$ cat src/sv/wrs_pkg.sv
// shared types and constants for the welford running statistics core
// no dependencies; used by the controller, datapath, divider and top level

package wrs_pkg;

  // signed difference (x << 16) - mean, wide enough for a 24-bit sample
  localparam int DIFF_W        = 42;
  localparam int FRAC_SHIFT    = 16;
  localparam int MEAN_W        = 32;
  localparam int DEV_W         = 56;
  localparam int DVD_W         = 56;
  localparam int VAR_W         = 31;
  localparam int STD_W         = 16;
  localparam int OUT_COUNT_W   = 24;

  // shared divider iteration counts
  localparam int ITER_W         = 6;
  localparam int MEAN_DIV_ITERS = DIFF_W;
  localparam int VAR_DIV_ITERS  = DVD_W;

  // product of two difference magnitudes, split over the second operand
  localparam int MUL_SPLIT  = 21;
  localparam int PROD_W     = DIFF_W + MUL_SPLIT;
  localparam int ACC_W      = 2 * DIFF_W;
  localparam int PROD_SHIFT = 32;
  localparam int ADD_W      = ACC_W - PROD_SHIFT;

  // digit-by-digit square root
  localparam int SQRT_W     = 32;
  localparam int SQRT_CNT_W = 5;
  localparam int SQRT_ITERS = 16;
  localparam logic [SQRT_W-1:0] SQRT_TOP = SQRT_W'(32'h4000_0000);

  localparam logic [VAR_W-1:0] VAR_MAX = VAR_W'(32'h4000_0000);

  typedef enum logic [3:0] {
    S_IDLE,
    S_MEAN_DIV,
    S_MEAN_WAIT,
    S_MEAN_UPD,
    S_DIFF2,
    S_MUL_LO,
    S_MUL_HI,
    S_MUL_SUM,
    S_DEV_UPD,
    S_VAR_DIV,
    S_VAR_WAIT,
    S_VAR_SAT,
    S_SQRT,
    S_SQRT_WAIT,
    S_RESULT
  } state_t;

  typedef struct packed {
    logic take_sample;
    logic div_mean;
    logic div_var;
    logic mean_update;
    logic diff2_load;
    logic mul_lo;
    logic mul_hi;
    logic mul_sum;
    logic dev_update;
    logic var_sat;
    logic sqrt_start;
    logic load_out;
  } cmd_t;

  typedef struct packed {
    logic full;
    logic div_busy;
    logic sqrt_busy;
  } status_t;

endpackage

$ cat src/sv/wrs_ctrl.sv
// controller state machine: sequences one item through the datapath and
// owns the handshakes; depends on wrs_pkg

module wrs_ctrl (
  input  logic              clk,
  input  logic              rst,
  input  logic              in_valid,
  output logic              in_ready,
  output logic              out_valid,
  input  logic              out_ready,
  input  wrs_pkg::status_t  status,
  output wrs_pkg::cmd_t     cmd
);

  wrs_pkg::state_t state;
  wrs_pkg::state_t state_next;
  logic            out_free;

  assign out_free = ~out_valid | out_ready;

  always_ff @(posedge clk) begin
    if (rst) begin
      state     <= wrs_pkg::S_IDLE;
      out_valid <= 1'b0;
    end else begin
      state <= state_next;
      if (cmd.load_out) begin
        out_valid <= 1'b1;
      end else if (out_ready) begin
        out_valid <= 1'b0;
      end
    end
  end

  always_comb begin
    state_next = state;
    unique case (state)
      wrs_pkg::S_IDLE: begin
        if (in_valid) begin
          state_next = status.full ? wrs_pkg::S_VAR_DIV : wrs_pkg::S_MEAN_DIV;
        end
      end
      wrs_pkg::S_MEAN_DIV:  state_next = wrs_pkg::S_MEAN_WAIT;
      wrs_pkg::S_MEAN_WAIT: begin
        if (!status.div_busy) begin
          state_next = wrs_pkg::S_MEAN_UPD;
        end
      end
      wrs_pkg::S_MEAN_UPD:  state_next = wrs_pkg::S_DIFF2;
      wrs_pkg::S_DIFF2:     state_next = wrs_pkg::S_MUL_LO;
      wrs_pkg::S_MUL_LO:    state_next = wrs_pkg::S_MUL_HI;
      wrs_pkg::S_MUL_HI:    state_next = wrs_pkg::S_MUL_SUM;
      wrs_pkg::S_MUL_SUM:   state_next = wrs_pkg::S_DEV_UPD;
      wrs_pkg::S_DEV_UPD:   state_next = wrs_pkg::S_VAR_DIV;
      wrs_pkg::S_VAR_DIV:   state_next = wrs_pkg::S_VAR_WAIT;
      wrs_pkg::S_VAR_WAIT: begin
        if (!status.div_busy) begin
          state_next = wrs_pkg::S_VAR_SAT;
        end
      end
      wrs_pkg::S_VAR_SAT:   state_next = wrs_pkg::S_SQRT;
      wrs_pkg::S_SQRT:      state_next = wrs_pkg::S_SQRT_WAIT;
      wrs_pkg::S_SQRT_WAIT: begin
        if (!status.sqrt_busy) begin
          state_next = wrs_pkg::S_RESULT;
        end
      end
      wrs_pkg::S_RESULT: begin
        if (out_free) begin
          state_next = wrs_pkg::S_IDLE;
        end
      end
      default:              state_next = wrs_pkg::S_IDLE;
    endcase
  end

  always_comb begin
    cmd             = '0;
    cmd.take_sample = (state == wrs_pkg::S_IDLE) & in_valid;
    cmd.div_mean    = (state == wrs_pkg::S_MEAN_DIV);
    cmd.mean_update = (state == wrs_pkg::S_MEAN_UPD);
    cmd.diff2_load  = (state == wrs_pkg::S_DIFF2);
    cmd.mul_lo      = (state == wrs_pkg::S_MUL_LO);
    cmd.mul_hi      = (state == wrs_pkg::S_MUL_HI);
    cmd.mul_sum     = (state == wrs_pkg::S_MUL_SUM);
    cmd.dev_update  = (state == wrs_pkg::S_DEV_UPD);
    cmd.div_var     = (state == wrs_pkg::S_VAR_DIV);
    cmd.var_sat     = (state == wrs_pkg::S_VAR_SAT);
    cmd.sqrt_start  = (state == wrs_pkg::S_SQRT);
    cmd.load_out    = (state == wrs_pkg::S_RESULT) & out_free;
    in_ready        = (state == wrs_pkg::S_IDLE);
  end

endmodule

$ cat config.mk
export PLATFORM = sky130hd
export DESIGN_NAME = wrs_ctrl
export DESIGN_NICKNAME = d
export VERILOG_FILES = /design/src/sv/wrs_pkg.sv /design/src/sv/wrs_ctrl.sv
export SDC_FILE = /design/constraint.sdc
export NUM_CORES = 1
export LEC_CHECK = 0
export BUFFER_PORTS_ARGS = -buffer_cell sky130_fd_sc_hd__buf_2
export CAP_MARGIN = 0
export CORE_AREA = 2 2 39 41
export DETAILED_ROUTE_END_ITERATION = 7
export DIE_AREA = 0 0 41 43
export PLACE_DENSITY = 0.6
export SYNTH_ARGS = -nofsm -noshare
export SYNTH_HDL_FRONTEND = slang
export SYNTH_SLANG_ARGS = --single-unit
$ cat constraint.sdc
create_clock -name clk -period 2.1 [get_ports clk]
set_input_delay 0.105 -clock clk [delete_from_list [all_inputs] [get_ports clk]]
set_output_delay 0.105 -clock clk [all_outputs]
set_load 0.02 [all_outputs]
Word-level counts from Yosys, hierarchy flattened
Cells that the tools add are included.
- register bits: 5
- bits in writable memories: 0
- memories: 0
- logic and storage cells: 37
- bits in latches: 0
- memory bits (read-only): 0
- output and inout bits: 14
- input port bits: 7
- reductions and logical operators: 3
- multiply operators: 0
- multiplexer cells: 9
- $add $sub $neg: 0
- shifts and indexed selects: 0
- div/mod/pow operators: 0
- $lt $le $gt $ge: 0
- equal/unequal tests: 19
- bitwise logic cells: 4
- operators by type and width (operator ; count):
    4-bit one-hot mux with 15 select lines ; 1
    4-bit equality test, second input constant ; 7
    4-bit 2-to-1 mux ; 6
    4-bit by 3-bit equality test with 1-bit output, second input constant ; 4
    2-bit != test, second input constant ; 5
    4-bit by 2-bit equality test with 1-bit output, second input constant ; 2
    5-bit AND reduction ; 1
    4-bit by 1-bit equality test with 1-bit output, second input constant ; 1
    4-bit zero test ; 1
    1-bit bitwise AND ; 2
    1-bit 2-to-1 mux ; 2
    2-bit nonzero test ; 1
    1-bit inverter ; 1
    1-bit bitwise OR ; 1

Logic depth before layout (Yosys ltp)
- depth in word-level cells: 4
- gate-level depth with buffers: 5
- gate-level depth less buffers: 4

Worst setup path before layout
OpenSTA, ideal clock, no wires.
- kind: reg-to-output
- start point: register state[0]
- end point: output cmd[11] (netlist name)
- arrival time: 1.597 ns
- data required time: 1.995 ns
- path slack: 0.398 ns
- cell stages (with the launch flop): 4
- buffers on the path: 1
- cell sequence: dfxtp_1 -> buf_2 -> nor4_1 -> and2_1
- RTL lines (element ; line ; RTL):
    start, declared ; wrs_ctrl.sv:15 ; wrs_pkg::state_t state;
    start signal, assigned ; wrs_ctrl.sv:23 ; state <= wrs_pkg::S_IDLE;
    start signal, assigned ; wrs_ctrl.sv:26 ; state <= state_next;
    end, declared ; wrs_ctrl.sv:12 ; output wrs_pkg::cmd_t cmd

Worst setup path after layout
- start point: register state[1]
- end point: register state[3]
- word-level cells in the longest chain between the ends: 3
- elaborated cells between the ends (all ways): 22
- classes of those cells: 19 x eq/ne; 1 x mux; 2 x reduce/logical
- ends and longest elaborated chain (element ; line ; RTL):
    4-bit equality test (tied with other cells) ; wrs_ctrl.sv:37 ; unique case (state)
    2-bit != test (no source line) ; -- ;
    5-bit AND reduction (no source line) ; -- ;
Parallel ways exist; a longest one is shown, timed or not.
A chain may end at the register's enable or synchronous reset.

==> results.json <==
{
  "cpMaxStageDelayCell": "dfxtp_1",
  "clk_pin_slew_worst_paths_ps": 50,
  "worst_ep_required_time_ps": 2230,
  "fin_setup_tns_ps": 0,
  "ys_seq_elements": 5,
  "antenna_found_initial": 0,
  "syn-num-nets": 61,
  "synth_largest_area_cell": "dfxtp_1",
  "slew_violations": 0,
  "holdPathEnd": "out_valid",
  "cts-buffers-inserted": 3,
  "drt-initial-drc-count": 6,
  "areaGrowthSynthToFinish_pct": 28.8,
  "synth_ff_type": "dfxtp_1",
  "synthArstFlopShare_pct": 0,
  "hold_buffers": 0,
  "vdd_ir_drop_max_uv": 408,
  "avgViaCountPerCell": 5.07,
  "pre_cts_ws_ps": 349,
  "synth.distinct_cells": 27,
  "swShare_pct": 44.3,
  "die_h_um": 43,
  "syn-instance-count": 54,
  "numClockSinks": 5,
  "holdPathStages": 2,
  "nets": 83,
  "tightestPinTransition_ps": 567,
  "crit_path_max_incr_delay_ps": 590,
  "drc_errors": 0,
  "p_clk_share_pct": 19.4,
  "cp.arrival_ps": 1880,
  "synth-edff-count": 0,
  "syn_avg_cell_area_sq_um": 7.97,
  "max-clock-path-buffers": 2,
  "drtPass1Iterations": 2,
  "hp-class": "in2reg",
  "diodes": 0,
  "setup_ws_ps": 343,
  "pwr-share-comb_pct": 49.1,
  "outcome": "finished clean",
  "insertion_delay_ps": 240,
  "r2r_cells": 4,
  "antenna_left": 0,
  "seq_area_sq_um": 100,
  "synthMostInstantiatedCell": "nor3_1",
  "dieWidth_um": 41,
  "hold_viol": 0,
  "startpoint_type": "flip-flop",
  "setup_viol_count_final": 0,
  "grt_usage_pct": 13.1,
  "grt_setup_unrepaired": "no",
  "gp_congestion": 0.732,
  "fmax_mhz": 569,
  "post_cts_buffers": 0,
  "path_class": "reg2reg",
  "cts_tree": "yes",
  "min_period_over_period_pct": 83.6,
  "cts_resized": 0,
  "p_seq_share_pct": 31.5,
  "hold_ws_ps": 106,
  "period_minus_slack_ps": 1760,
  "dp.final_hpwl_um": 760,
  "nFillCells": 146,
  "drt_wl_total_um": 1000,
  "layout-drive-gt1-share_pct": 42.7,
  "placeableCoreArea_sq_um": 1380,
  "powerDensity_nw_per_um2": 1040,
  "synth_commonest_cells": "nor3_1 (7), dfxtp_1 (5), nand2_1 (5), nor2_1 (5)",
  "power.internal_mw": 0.321,
  "power.switching_mw": 0.256,
  "grt_pass1_wl_um": 1590,
  "fp-row-count": 14,
  "grt_overflow": 0,
  "initial_utilization_pct": 31.1,
  "critPathCaptureType": "flip-flop",
  "r2r_start": "state[1]",
  "wl_per_cell_um": 11.0,
  "critPathTopFamily": "simple AND/OR/NAND/NOR gates",
  "path_buf_inv": 0,
  "cap_violations": 0,
  "grt_pass1_vias": 390,
  "seq_area_frac_synth_pct": 23.3,
  "num_vias": 461,
  "clock_skew_ps": 1.92,
  "slew_headroom_pct": 62.1,
  "portBuffers": 20,
  "multiInputGateArea_sq_um": 293,
  "leakage_nw": 0.253,
  "cts-root-buf": "clkbuf_4",
  "crit_chain": "nand2b_2 > nor3_2 > or4_1 > a32o_1",
  "ys_warn_count": 0,
  "mappedNetlistArea_sq_um": 430,
  "die_area_sq_um": 1760,
  "reg2reg_to": "state[3]",
  "worstPathMaxFanout": 15,
  "utilization_pct": 40.1,
  "r2r_slack_ps": 340,
  "io_pins": 21,
  "synth_top_area_share_pct": 23.3,
  "synthTopCellsByArea": "dfxtp_1 (23%), nor3_1 (8.1%), a211oi_4 (4.7%)",
  "htree_levels": 1,
  "grt_max_degree": 16,
  "hold_start": "rst"
}
-- worst max-delay path by stage --
| stage | start | end | slack [ps] | cells after the start |
|---|---|---|---|---|
| floorplan | state[0] | cmd[11] | 400 | 3 |
| global placement | state[1] | state[3] | 390 | 4 |
| finish | state[1] | state[3] | 340 | 4 |
| detailed placement | state[1] | state[3] | 350 | 4 |
| CTS | state[1] | state[3] | 330 | 4 |
| global route | state[1] | state[3] | 250 | 4 |
-- sequential cells by signal, indices dropped and copies added, names as in the netlist --
name / flops
state: 4
out_valid: 1
-- cell type report --
| class | count | share of cell area, % |
|---|---|---|
| Inverter | 2 | 1.35 |
| Multi-Input combinational cell | 43 | 52.8 |
| Tap cell | 16 | 3.61 |
| Clock buffer | 4 | 4.74 |
| Sequential cell | 5 | 18.1 |
| Timing Repair Buffer | 21 | 19.4 |
-- stage by stage --
step | power, mW | std cells | instance area (sq um)
2_1_floorplan | 0.405 | 54 | 430
3_3_place_gp | 0.467 | 87 | 528
3_5_place_dp | 0.467 | 87 | 528
4_1_cts | 0.583 | 91 | 554
5_1_grt | 0.628 | 91 | 554
6_report | 0.577 | 91 | 554
-- cells in the final DEF (no fill, tap or decap), types with 2 or more instances in the layout --
| master | n |
|---|---|
| nand2_1 | 5 |
| a21oi_1 | 3 |
| nand2b_1 | 2 |
| nor3_2 | 2 |
| buf_2 | 20 |
| inv_1 | 2 |
| nor2b_1 | 3 |
| nor2_1 | 5 |
| nor4_1 | 2 |
| nor3_1 | 7 |
| dfxtp_1 | 5 |
| clkbuf_4 | 3 |
-- cell families (layout without fill, tap and decap cells) --
logic type | count (synthesis) | count (layout) | share of synthesized area [%]
buffers and inverters | 6 | 27 | 8.72
multiplexers | 1 | 1 | 3.49
AND/OR/NAND/NOR | 35 | 35 | 50.0
AO/OA/AOI/OAI | 7 | 7 | 14.5
flip-flops | 5 | 5 | 23.3
-- per-layer routing --
metal	vias up	track usage, %	wire length, um
met5	-	0	0
met4	0	6.00	0
met3	0	3.14	56
met2	15	23.4	509
met1	209	12.9	437
li1	237	-	-
-- power groups by stage --
stage,combinational [mW],sequential [mW],clock (mW)
floorplan,0.270,0.136,0
global placement,0.284,0.182,0
detailed placement,0.283,0.184,0
CTS,0.286,0.182,0.115
global route,0.312,0.189,0.127
finish,0.283,0.182,0.112
-- worst reg2reg max path, stage by stage, from the launching register on --
cell and delay [ps]:
dfxtp_1 590, nand2b_2 260, nor3_2 80, or4_1 500
a32o_1 210
Note: power is estimated with default switching activity, not from simulation.
